`config.mk`:
```
export PLATFORM = sky130hd
export DESIGN_NAME = second_chance_frame_replacer_flat
export DESIGN_NICKNAME = d
export VERILOG_FILES = /design/src/sv/scfr_pkg.sv /design/src/sv/scfr_ifs.sv /design/src/sv/scfr_engine.sv /design/src/sv/second_chance_frame_replacer.sv /design/src/flat_wrapper.sv
export SDC_FILE = /design/constraint.sdc
export NUM_CORES = 1
export LEC_CHECK = 0
export BUFFER_PORTS_ARGS = -buffer_cell sky130_fd_sc_hd__buf_4
export CAP_MARGIN = 20
export CORE_UTILIZATION = 30
export CTS_BUF_LIST = sky130_fd_sc_hd__clkbuf_16
export DETAILED_ROUTE_END_ITERATION = 7
export PLACE_DENSITY_LB_ADDON = 0.05
export RECOVER_POWER = 50
export SLEW_MARGIN = 20
export SYNTH_ARGS = -nofsm -noshare
export SYNTH_HDL_FRONTEND = slang
export SYNTH_HIERARCHICAL = 1
export SYNTH_SLANG_ARGS = --single-unit
```
`constraint.sdc`:
```
create_clock -name clk_i -period 9.28 [get_ports clk_i]
set_input_delay 0.464 -clock clk_i [delete_from_list [all_inputs] [get_ports clk_i]]
set_output_delay 0.464 -clock clk_i [all_outputs]
set_load 0.02 [all_outputs]
```
`src/sv/scfr_pkg.sv`:
```
package scfr_pkg;

  localparam int IdxW      = 6;
  localparam int LimitW    = 7;
  localparam int StatusW   = 3;
  localparam int CfgAddrW  = 3;
  localparam int CfgDataW  = 32;

  localparam logic [LimitW-1:0] LimitReset = 7'd64;

  // register index field of paddr (bits above the byte offset)
  localparam logic [CfgAddrW-3:0] RegFrameLimit = 1'b0;

  localparam logic ActRequest   = 1'b0;
  localparam logic ActReference = 1'b1;

  typedef enum logic [StatusW-1:0] {
    STATUS_NEW    = 3'd0,
    STATUS_REUSED = 3'd1,
    STATUS_NONE   = 3'd2,
    STATUS_REF    = 3'd3,
    STATUS_BAD    = 3'd4
  } status_e;

  typedef enum logic [1:0] {
    OP_NONE  = 2'd0,
    OP_GRANT = 2'd1,
    OP_REF   = 2'd2,
    OP_SCAN  = 2'd3
  } op_e;

  typedef struct packed {
    op_e  op;
    logic pin;
  } cmd_t;

  typedef struct packed {
    logic busy;
    logic done;
    logic found;
  } rsp_t;

endpackage

```
`src/sv/scfr_ifs.sv`:
```
interface scfr_req_if import scfr_pkg::*; ();
  logic            valid;
  logic            ready;
  logic            action;
  logic [IdxW-1:0] frame_index;
  logic            pinned;

  modport source (output valid, action, frame_index, pinned, input ready);
  modport sink   (input valid, action, frame_index, pinned, output ready);
endinterface

interface scfr_rsp_if import scfr_pkg::*; ();
  logic               valid;
  logic               ready;
  logic [StatusW-1:0] status;
  logic [IdxW-1:0]    granted_frame;

  modport source (output valid, status, granted_frame, input ready);
  modport sink   (input valid, status, granted_frame, output ready);
endinterface

```
`src/sv/scfr_engine.sv`:
```
module scfr_engine import scfr_pkg::*; #(
  parameter int FRAMES = 64,
  localparam int AddrW = $clog2(FRAMES)
) (
  input  logic             clk_i,
  input  logic             rst_ni,
  input  cmd_t             cmd_i,
  input  logic [AddrW-1:0] addr_i,
  output rsp_t             rsp_o,
  output logic [AddrW-1:0] victim_o
);

  typedef enum logic [1:0] {
    ST_IDLE = 2'b01,
    ST_SCAN = 2'b10
  } state_e;

  state_e state_q, state_d;

  logic [AddrW-1:0] rd_idx_q, rd_idx_d;
  logic             rd_pass_q, rd_pass_d;
  logic             rd_live_q, rd_live_d;
  logic [AddrW-1:0] last_q, last_d;
  logic             pin_q, pin_d;
  logic             ev_vld_q, ev_vld_d;
  logic [AddrW-1:0] ev_idx_q, ev_idx_d;
  logic             ev_last_q, ev_last_d;
  logic             fwd_q, fwd_d;

  logic acc_mem [FRAMES];
  logic pin_mem [FRAMES];
  logic acc_rd_q, pin_rd_q;

  logic             acc_we, acc_wd, pin_we, pin_wd;
  logic [AddrW-1:0] wr_addr;
  logic             acc_eff;
  logic             done, found;

  // entry written last cycle may be the one read in that same cycle
  assign acc_eff = acc_rd_q & ~fwd_q;

  always_comb begin
    state_d   = state_q;
    rd_idx_d  = rd_idx_q;
    rd_pass_d = rd_pass_q;
    rd_live_d = rd_live_q;
    last_d    = last_q;
    pin_d     = pin_q;
    ev_vld_d  = 1'b0;
    ev_idx_d  = ev_idx_q;
    ev_last_d = 1'b0;
    fwd_d     = 1'b0;
    acc_we    = 1'b0;
    acc_wd    = 1'b0;
    pin_we    = 1'b0;
    pin_wd    = 1'b0;
    wr_addr   = addr_i;
    done      = 1'b0;
    found     = 1'b0;

    unique case (state_q)
      ST_IDLE: begin
        unique case (cmd_i.op)
          OP_GRANT: begin
            acc_we = 1'b1;
            pin_we = 1'b1;
            pin_wd = cmd_i.pin;
          end
          OP_REF: begin
            acc_we = 1'b1;
            acc_wd = 1'b1;
          end
          OP_SCAN: begin
            state_d   = ST_SCAN;
            rd_idx_d  = '0;
            rd_pass_d = 1'b0;
            rd_live_d = 1'b1;
            last_d    = addr_i;
            pin_d     = cmd_i.pin;
          end
          OP_NONE: ;
        endcase
      end
      ST_SCAN: begin
        // read side: one entry per cycle, up to two passes
        ev_vld_d  = rd_live_q;
        ev_idx_d  = rd_idx_q;
        ev_last_d = rd_pass_q && (rd_idx_q == last_q);
        if (rd_live_q) begin
          if (rd_idx_q == last_q) begin
            rd_idx_d = '0;
            if (rd_pass_q) rd_live_d = 1'b0;
            else           rd_pass_d = 1'b1;
          end else begin
            rd_idx_d = rd_idx_q + AddrW'(1);
          end
        end
        // evaluate side: entry read in the previous cycle
        wr_addr = ev_idx_q;
        if (ev_vld_q) begin
          if (!pin_rd_q && !acc_eff) begin
            acc_we  = 1'b1;
            pin_we  = 1'b1;
            pin_wd  = pin_q;
            done    = 1'b1;
            found   = 1'b1;
            ev_vld_d = 1'b0;
            state_d = ST_IDLE;
          end else begin
            if (!pin_rd_q) begin
              acc_we = 1'b1;
              fwd_d  = rd_live_q && (rd_idx_q == ev_idx_q);
            end
            if (ev_last_q) begin
              done     = 1'b1;
              ev_vld_d = 1'b0;
              state_d  = ST_IDLE;
            end
          end
        end
      end
      default: state_d = ST_IDLE;
    endcase
  end

  always_ff @(posedge clk_i) begin
    if (acc_we) acc_mem[wr_addr] <= acc_wd;
    if (pin_we) pin_mem[wr_addr] <= pin_wd;
    acc_rd_q <= acc_mem[rd_idx_q];
    pin_rd_q <= pin_mem[rd_idx_q];
  end

  always_ff @(posedge clk_i or negedge rst_ni) begin
    if (!rst_ni) begin
      state_q   <= ST_IDLE;
      rd_live_q <= 1'b0;
      rd_pass_q <= 1'b0;
      ev_vld_q  <= 1'b0;
      ev_last_q <= 1'b0;
      fwd_q     <= 1'b0;
    end else begin
      state_q   <= state_d;
      rd_live_q <= rd_live_d;
      rd_pass_q <= rd_pass_d;
      ev_vld_q  <= ev_vld_d;
      ev_last_q <= ev_last_d;
      fwd_q     <= fwd_d;
    end
  end

  always_ff @(posedge clk_i) begin
    rd_idx_q <= rd_idx_d;
    last_q   <= last_d;
    pin_q    <= pin_d;
    ev_idx_q <= ev_idx_d;
  end

  assign rsp_o.busy  = (state_q == ST_SCAN);
  assign rsp_o.done  = done;
  assign rsp_o.found = found;
  assign victim_o    = ev_idx_q;

endmodule

```
`src/sv/second_chance_frame_replacer.sv`:
```
// channel | dir | handshake      | payload
// req_i   | in  | valid / ready  | action, frame_index, pinned
// rsp_o   | out | valid / ready  | status, granted_frame
// apb     | in  | psel / penable | frame_limit at byte address 0
//
// References and new-frame grants: result registered at acceptance.
// Eviction scan: reads the frame table memory one entry per cycle over up to two
// passes.
// Reset clears control state and the frame count; table entries past the count are
// never read, so no clearing pass is needed.
// A result waiting on rsp_o holds off the next request until it is taken.
module second_chance_frame_replacer import scfr_pkg::*; #(
  parameter int FRAMES = 64
) (
  input  logic                clk_i,
  input  logic                rst_ni,
  scfr_req_if.sink            req_i,
  scfr_rsp_if.source          rsp_o,
  input  logic                psel,
  input  logic                penable,
  input  logic                pwrite,
  input  logic [CfgAddrW-1:0] paddr,
  input  logic [CfgDataW-1:0] pwdata,
  output logic [CfgDataW-1:0] prdata,
  output logic                pready
);

  localparam int AddrW = $clog2(FRAMES);
  localparam int CntW  = $clog2(FRAMES + 1);
  localparam int CmpW  = (CntW > LimitW) ? CntW : LimitW;

  logic [LimitW-1:0]  limit_q;
  logic [CntW-1:0]    used_q;
  logic               out_vld_q;
  status_e            out_status_q;
  logic [IdxW-1:0]    out_frame_q;

  cmd_t               eng_cmd;
  rsp_t               eng_rsp;
  logic [AddrW-1:0]   eng_addr;
  logic [AddrW-1:0]   victim;

  logic               accept, take;
  logic [CmpW-1:0]    used_ext, used_m1, idx_ext, lim_ext, lim_eff, victim_ext;
  logic               imm_vld;
  status_e            imm_status;
  logic [IdxW-1:0]    imm_frame;
  logic               grow;
  logic               cfg_we;

  assign cfg_we = psel && penable && pwrite && (paddr[CfgAddrW-1:2] == RegFrameLimit);
  assign prdata = (paddr[CfgAddrW-1:2] == RegFrameLimit) ? CfgDataW'(limit_q) : '0;
  assign pready = 1'b1;

  assign req_i.ready = !eng_rsp.busy && (!out_vld_q || rsp_o.ready);
  assign accept      = req_i.valid && req_i.ready;
  assign take        = rsp_o.valid && rsp_o.ready;

  assign used_ext   = CmpW'(used_q);
  assign used_m1    = used_ext - CmpW'(1);
  assign idx_ext    = CmpW'(req_i.frame_index);
  assign lim_ext    = CmpW'(limit_q);
  assign lim_eff    = (lim_ext > CmpW'(FRAMES)) ? CmpW'(FRAMES) : lim_ext;
  assign victim_ext = CmpW'(victim);

  always_comb begin
    eng_cmd.op  = OP_NONE;
    eng_cmd.pin = req_i.pinned;
    eng_addr    = used_ext[AddrW-1:0];
    imm_vld     = 1'b0;
    imm_status  = STATUS_NONE;
    imm_frame   = '0;
    grow        = 1'b0;
    if (accept) begin
      if (req_i.action == ActReference) begin
        imm_vld = 1'b1;
        if (idx_ext < used_ext) begin
          eng_cmd.op = OP_REF;
          eng_addr   = idx_ext[AddrW-1:0];
          imm_status = STATUS_REF;
        end else begin
          imm_status = STATUS_BAD;
        end
      end else if (used_ext < lim_eff) begin
        eng_cmd.op = OP_GRANT;
        imm_vld    = 1'b1;
        imm_status = STATUS_NEW;
        imm_frame  = used_ext[IdxW-1:0];
        grow       = 1'b1;
      end else if (used_q == '0) begin
        imm_vld    = 1'b1;
        imm_status = STATUS_NONE;
      end else begin
        eng_cmd.op = OP_SCAN;
        eng_addr   = used_m1[AddrW-1:0];
      end
    end
  end

  scfr_engine #(.FRAMES(FRAMES)) u_engine (
    .clk_i   (clk_i),
    .rst_ni  (rst_ni),
    .cmd_i   (eng_cmd),
    .addr_i  (eng_addr),
    .rsp_o   (eng_rsp),
    .victim_o(victim)
  );

  always_ff @(posedge clk_i or negedge rst_ni) begin
    if (!rst_ni) begin
      limit_q   <= LimitReset;
      used_q    <= '0;
      out_vld_q <= 1'b0;
    end else begin
      if (cfg_we) limit_q <= pwdata[LimitW-1:0];
      if (grow)   used_q  <= used_q + CntW'(1);
      if (imm_vld || eng_rsp.done) out_vld_q <= 1'b1;
      else if (take)               out_vld_q <= 1'b0;
    end
  end

  always_ff @(posedge clk_i) begin
    if (imm_vld) begin
      out_status_q <= imm_status;
      out_frame_q  <= imm_frame;
    end else if (eng_rsp.done) begin
      out_status_q <= eng_rsp.found ? STATUS_REUSED : STATUS_NONE;
      out_frame_q  <= eng_rsp.found ? victim_ext[IdxW-1:0] : '0;
    end
  end

  assign rsp_o.valid         = out_vld_q;
  assign rsp_o.status        = out_status_q;
  assign rsp_o.granted_frame = out_frame_q;

endmodule

```
`src/flat_wrapper.sv`:
```
// flat-port wrapper written by rule: the top's interface ports become plain ports
module second_chance_frame_replacer_flat import scfr_pkg::*;
#(
  parameter int FRAMES = 64
)
  (clk_i, rst_ni, psel, penable, pwrite, paddr, pwdata, prdata, pready, req_i_valid, req_i_action, req_i_frame_index, req_i_pinned, req_i_ready, rsp_o_valid, rsp_o_status, rsp_o_granted_frame, rsp_o_ready);
  scfr_req_if req_i_i ();
  scfr_rsp_if rsp_o_i ();
  input  logic clk_i;
  input  logic rst_ni;
  input  logic psel;
  input  logic penable;
  input  logic pwrite;
  input  logic [CfgAddrW-1:0] paddr;
  input  logic [CfgDataW-1:0] pwdata;
  output logic [CfgDataW-1:0] prdata;
  output logic pready;
  input wire logic [$bits(req_i_i.valid)-1:0] req_i_valid;
  input wire logic [$bits(req_i_i.action)-1:0] req_i_action;
  input wire logic [$bits(req_i_i.frame_index)-1:0] req_i_frame_index;
  input wire logic [$bits(req_i_i.pinned)-1:0] req_i_pinned;
  output wire logic [$bits(req_i_i.ready)-1:0] req_i_ready;
  output wire logic [$bits(rsp_o_i.valid)-1:0] rsp_o_valid;
  output wire logic [$bits(rsp_o_i.status)-1:0] rsp_o_status;
  output wire logic [$bits(rsp_o_i.granted_frame)-1:0] rsp_o_granted_frame;
  input wire logic [$bits(rsp_o_i.ready)-1:0] rsp_o_ready;
  assign req_i_i.valid = req_i_valid;
  assign req_i_i.action = req_i_action;
  assign req_i_i.frame_index = req_i_frame_index;
  assign req_i_i.pinned = req_i_pinned;
  assign req_i_ready = req_i_i.ready;
  assign rsp_o_valid = rsp_o_i.valid;
  assign rsp_o_status = rsp_o_i.status;
  assign rsp_o_granted_frame = rsp_o_i.granted_frame;
  assign rsp_o_i.ready = rsp_o_ready;
  second_chance_frame_replacer #(.FRAMES(FRAMES)) u_core (.clk_i(clk_i), .rst_ni(rst_ni), .req_i(req_i_i), .rsp_o(rsp_o_i), .psel(psel), .penable(penable), .pwrite(pwrite), .paddr(paddr), .pwdata(pwdata), .prdata(prdata), .pready(pready));
endmodule
```
* Yosys cells after proc, flatten, opt, wreduce, memory -nomap -nowiden
Memory sizes are Yosys's and may differ from the RTL's. A register that Yosys moved wholly into a read port is not among the register bits.
Index checks and enable logic that the tools add are counted.
** Storage, ports and cells
- Bits in registers :: 50
- Memories :: 2
- Output and inout port bits :: 44
- Logic and storage cells :: 149
- RAM bits :: 128
- Bits of input ports :: 50
** Memory list
- u_core.u_engine.acc_mem :: words 64, width 1, rd ports 1, clocked after memory_dff 1, wr ports 1, line scfr_engine.sv:30 : logic acc_mem [FRAMES];
- u_core.u_engine.pin_mem :: words 64, width 1, rd ports 1, clocked after memory_dff 1, wr ports 1, line scfr_engine.sv:31 : logic pin_mem [FRAMES];
** Cells by class
- $add $sub $neg :: 3
- Reductions and logical operators :: 25
- Bitwise logic cells :: 3
- Eq/ne operators :: 12
- Magnitude comparators :: 3
- Multiplexer cells :: 86
** Operator list (count)
- $mux 6 :: 15
- $mux 1 :: 46
- $mux 2 :: 11
- $mux 3 :: 5
- $mux 7 :: 2
- $eq 6x6->1 :: 2
- $pmux 6 s2 :: 1
- $pmux 1 s2 :: 5
- $logic_and 1x1->1 :: 9
- $add 7x1->7 const B :: 1
- $gt 7x7->1 const B :: 1
- $logic_not 7->1 :: 1
- $lt 6x7->1 :: 1
- $lt 7x7->1 :: 1
- $add 6x1->6 const B :: 1
- $eq 2x2->1 const B :: 3
- $ne 2x2->1 const B :: 3
- $reduce_and 3->1 :: 2
- $reduce_bool 2->1 :: 3
- $sub 6x1->6 const B :: 1
- $eq 2x1->1 const B :: 2
- $logic_not 1->1 :: 4
- $pmux 2 s2 :: 1
- $reduce_and 2->1 :: 2
- other kinds (7) :: 9

* Logic depth before layout (Yosys ltp)
- Depth after elaboration :: 12
- Gate-level depth with buffers :: 15
- Gate-level depth less buffers :: 15

* Hierarchy
The synthesis kept the hierarchy.
** By module, submodules not included
- scfr_engine :: times used 1, cells each 515, sequential area each 4630.7 µm², area an instance 7054.3 µm²
- second_chance_frame_replacer :: times used 1, cells each 190, sequential area each 646.9 µm², area an instance 1821.7 µm²

* Least setup slack after synthesis
Ideal clock, no wire load.
- Kind :: register -> register
- From :: register u_core.u_engine.state_q[0]
- To :: memory u_core.u_engine.pin_mem[0] (data pin)
- Setup slack :: 4.953 ns
- Cell stages (with the launch flop) :: 10
- Library setup time :: 0.499 ns
- Required time :: 8.781 ns
- Path buffers :: 1
- Arrival :: 3.827 ns
- Period minus slack after synthesis :: 4.327 ns
- Path through :: dfstp_2 inv_1 ha_1 buf_4 or3b_4 or3_4 or2b_1 ha_1 a32oi_1 nor2_1
** RTL lines
- from (decl) :: line scfr_engine.sv:18 : state_e state_q, state_d;
- from (signal assigned) :: line scfr_engine.sv:142 : state_q <= state_d;
- to (decl) :: line scfr_engine.sv:31

==> reports/results.ini <==
[clock_network]
cts_tree=yes
clkTransAtPathRegs_ns=0.07
clk_latency_ns=0.43
clockBufferDepth=2
htreeDepth=4
cts_sinks=180
clock-root-buffer=clkbuf_16
numCtsBuffers=17

[placed_design]
dpl.hpwl_um=15300
place_congestion=0.777
portBuffers=40
place_area_um2=9470
dp_cells=1110

[critical_path]
worstRegToRegCells=11
path_class=register to register
rrSetupSlack_ns=3.56
slowest_delay_ns=1.68
r2r-start=u_core/u_engine/state_q[0]$_DFFE_PN1P_
path_delay_family=buffers and inverters
reg2reg_to=u_core/u_engine/acc_mem[58]$_DFFE_PP_
cp_num_cells=11
worstPathRequired_ns=9.17
setup.worst_path.start=u_core/u_engine/state_q[0]$_DFFE_PN1P_
slowest_stage=clkbuf_1
cp_data_arrival_time_ns=5.61
crit_fanout=64
crit_chain=inv_1 -> ha_1 -> clkbuf_1 -> or3b_1 -> or3_1 -> nor2_1 -> nor2_1 -> inv_1 -> ha_1 -> and2_0 -> clkbuf_1
cp-end-kind=register
endpoint=u_core/u_engine/acc_mem[58]$_DFFE_PP_
startpoint_type=register
path_buf_inv=4

[final_layout]
final_util_pct=34.5
area_growth_pct=12.6
stdcell_area_um2=10000
fin_nets=817
diodes=0
instances_no_fill=1144
drive_above_1_share_pct=12.4

[power]
total_power_mw=2.50
ir_drop_v=0.000104
clkPwrFrac_pct=29.8
p_sw_mw=0.894
p_int_mw=1.60
power_frac_comb_pct=28.1
pwr-share-seq_pct=42.1
swShare_pct=35.8
power.density_nw_per_um2=250
power.leakage_nw=3.38

[sta]
slew_violations=170
relSlewSlack_pct=-91.3
period_share_pct=61.6
finalSetupViolations=0
fmax_mhz=175
finalSetupTns_ns=0
hold_viol=0
worstMarginPinSlew_ns=2.87
period_minus_slack_ns=5.72
rsz0062_at_grt=no
clock_skew_ns=0.0136

[floorplanning]
fp.dieW_um=174
die_area_um2=30300
fp.dieH_um=174
ios=94
start_util_pct=30.7
num_rows=62
core_um2=28900

[outcome]
violations=max-capacitance violations, max-slew violations
status=complete, but fails checks

[grt]
antenna_found_initial=0
grt_pass1_wl_um=34700
grt_pass1_vias=5789
grt-ovfl-total=0
grt_usage_pct=15.5
grt_max_degree=65

[synth]
synth_area_um2=8880
syn_area_per_cell_um2=12.6
ys_seq_area_share_pct=59.5
synth-edff-count=156
postSynthCellCount=705
ys_ff_latch=180
ys_async_sr_fraction_pct=12.2
synth-main-ff-cell=edfxtp_1
synth.distinct_cells=70
ys_warn_count=6

[route]
antenna_left=0
drc_errors=0
wl_met1_um=10900
route.met3.wl_um=653
met2_length_um=11000
first_pass_iters=5
first_iter_violations=408
route.detailed.wl_per_inst_um=19.9
route.vias.total=5610
drt-total-wl_um=22800
top_layer=met4
avgViaCountPerCell=4.90

[hold_path]
worstHoldPathType=input pin to register

[run]
drv_cap=4

placed cells by master, fill, tap and decap left out, types with 5 or more instances in the layout:
cell type  instances
nor2_1           156
edfxtp_1         156
nand2_1           38
conb_1            26
clkbuf_1          24
inv_1             23
mux4_2            22
a21oi_1           21
nand3_1           21
ha_1              20
dfrtp_1           20
buf_4             19
mux2i_1           19
clkbuf_16         17
xnor2_1           14
o21ai_0           12
nor2b_1           12
mux2_2            11
xor2_1             8
a22o_1             6
a22oi_1            6
nand4_1            6
o22ai_1            6
nand2b_1           5
sequential cells by signal (all words and copies together), names as in the netlist, 2 cells and up:
register,flops
u_core/rsp_o.status,3
u_core/u_engine/rd_idx_q,6
u_core/rsp_o.granted_frame,6
u_core/u_engine/pin_mem,64
u_core/used_ext,7
u_core/u_engine/victim_o,6
u_core/u_engine/last_q,6
u_core/u_engine/acc_mem,64
u_core/lim_ext,7
u_core/u_engine/state_q,2
worst min path at each step:
| stage | endpoint | cells past startpoint | start |
|---|---|---|---|
| floorplan | u_core/lim_ext[0]$_DFFE_PN0P_ | 0 | rst_ni |
| global placement | u_core/lim_ext[4]$_DFFE_PN0P_ | 1 | rst_ni |
| detailed placement | u_core/lim_ext[4]$_DFFE_PN0P_ | 1 | rst_ni |
| CTS | u_core/u_engine/pin_q$_DFFE_PP_ | 1 | req_i_pinned |
| global route | u_core/u_engine/pin_q$_DFFE_PP_ | 1 | req_i_pinned |
| finish | u_core/u_engine/pin_q$_DFFE_PP_ | 1 | req_i_pinned |
metal layers:
layer | track usage [%] | vias to the layer above
met5 | 0 | -
met4 | 4.09 | 0
met3 | 2.73 | 16
met2 | 25.9 | 88
met1 | 20.8 | 2884
li1 | - | 2622
power groups by stage:
stage	Combinational, mW	Clock [mW]	Sequential [mW]
final	0.701	0.744	1.05
after global routing	0.777	0.794	1.06
after CTS	0.723	0.767	1.05
after detailed placement	0.720	0	1.07
after global placement	0.703	0	1.07
after floorplan	0.457	0	1.05
Yosys cell counts, drive strengths merged, types with 2 or more instances:
cell,n,area [µm²]
buf,42,307
a211o,3,26.3
a211oi,3,22.5
xor2,8,70.1
nor2,156,588
dfxtp,2,40.0
nand3b,3,22.5
xnor2,14,123
clkbuf,5,18.8
or3b,2,20.0
mux2,11,124
a22oi,6,45.0
mux4,24,548
nand3,21,105
inv,23,86.3
a32oi,2,17.5
conb,2,7.51
o21ai,13,65.1
nand4,6,37.5
a21oi,21,105
or2,4,25.0
a32o,3,30.0
nor4,3,18.8
o22ai,6,37.5
a22o,6,52.6
dfstp,2,52.6
dfrtp,20,500
ha,20,250
nand2b,5,31.3
a2111oi,4,72.6
o32ai,3,26.3
a311oi,2,17.5
o2111a,2,22.5
and2,5,31.3
nand2,38,143
and4b,2,20.0
and3,3,18.8
a2bb2oi,2,17.5
nor3b,2,15.0
edfxtp,156,4680
nor2b,13,91.3
or3,4,31.3
mux2i,20,200
cell families (layout without fill, tap and decap cells):
logic type	after synthesis	after routing	share of synthesized area [%]
simple gates	270	270	13.7
xor+xnor	22	22	2.17
buf+inv	70	101	4.64
compound gates	86	86	7.26
flops	180	180	59.5
mux	55	55	9.83
fa+ha+maj	20	20	2.82
other cells	2	26	0.0846
final cells by class:
class | count | area [µm²]
fillers | 2884 | 18900
repair buffers | 46 | 270
flip-flops and latches | 180 | 5280
inverters | 23 | 86.3
well taps | 384 | 480
clock inverters | 15 | 179
multi-input cells | 479 | 3280
clock buffers | 17 | 425
stage by stage:
| stage | setup WS [ns] | hold slack, ns |
|---|---|---|
| 2_1_floorplan | 4.95 | 0.168 |
| 3_3_place_gp | 4.23 | 0.380 |
| 3_5_place_dp | 4.44 | 0.384 |
| 4_1_cts | 4.42 | 0.206 |
| 5_1_grt | 2.96 | 0.233 |
| 6_report | 3.56 | 0.252 |
timing repair:
action                     CTS  global route
hold buffers                 1             0
hold endpoints to repair    20             0
setup endpoints to repair    0             0
buffers inserted             0             0
gates resized for setup      0             0
No activity file was read; power rests on OpenSTA's default activity.
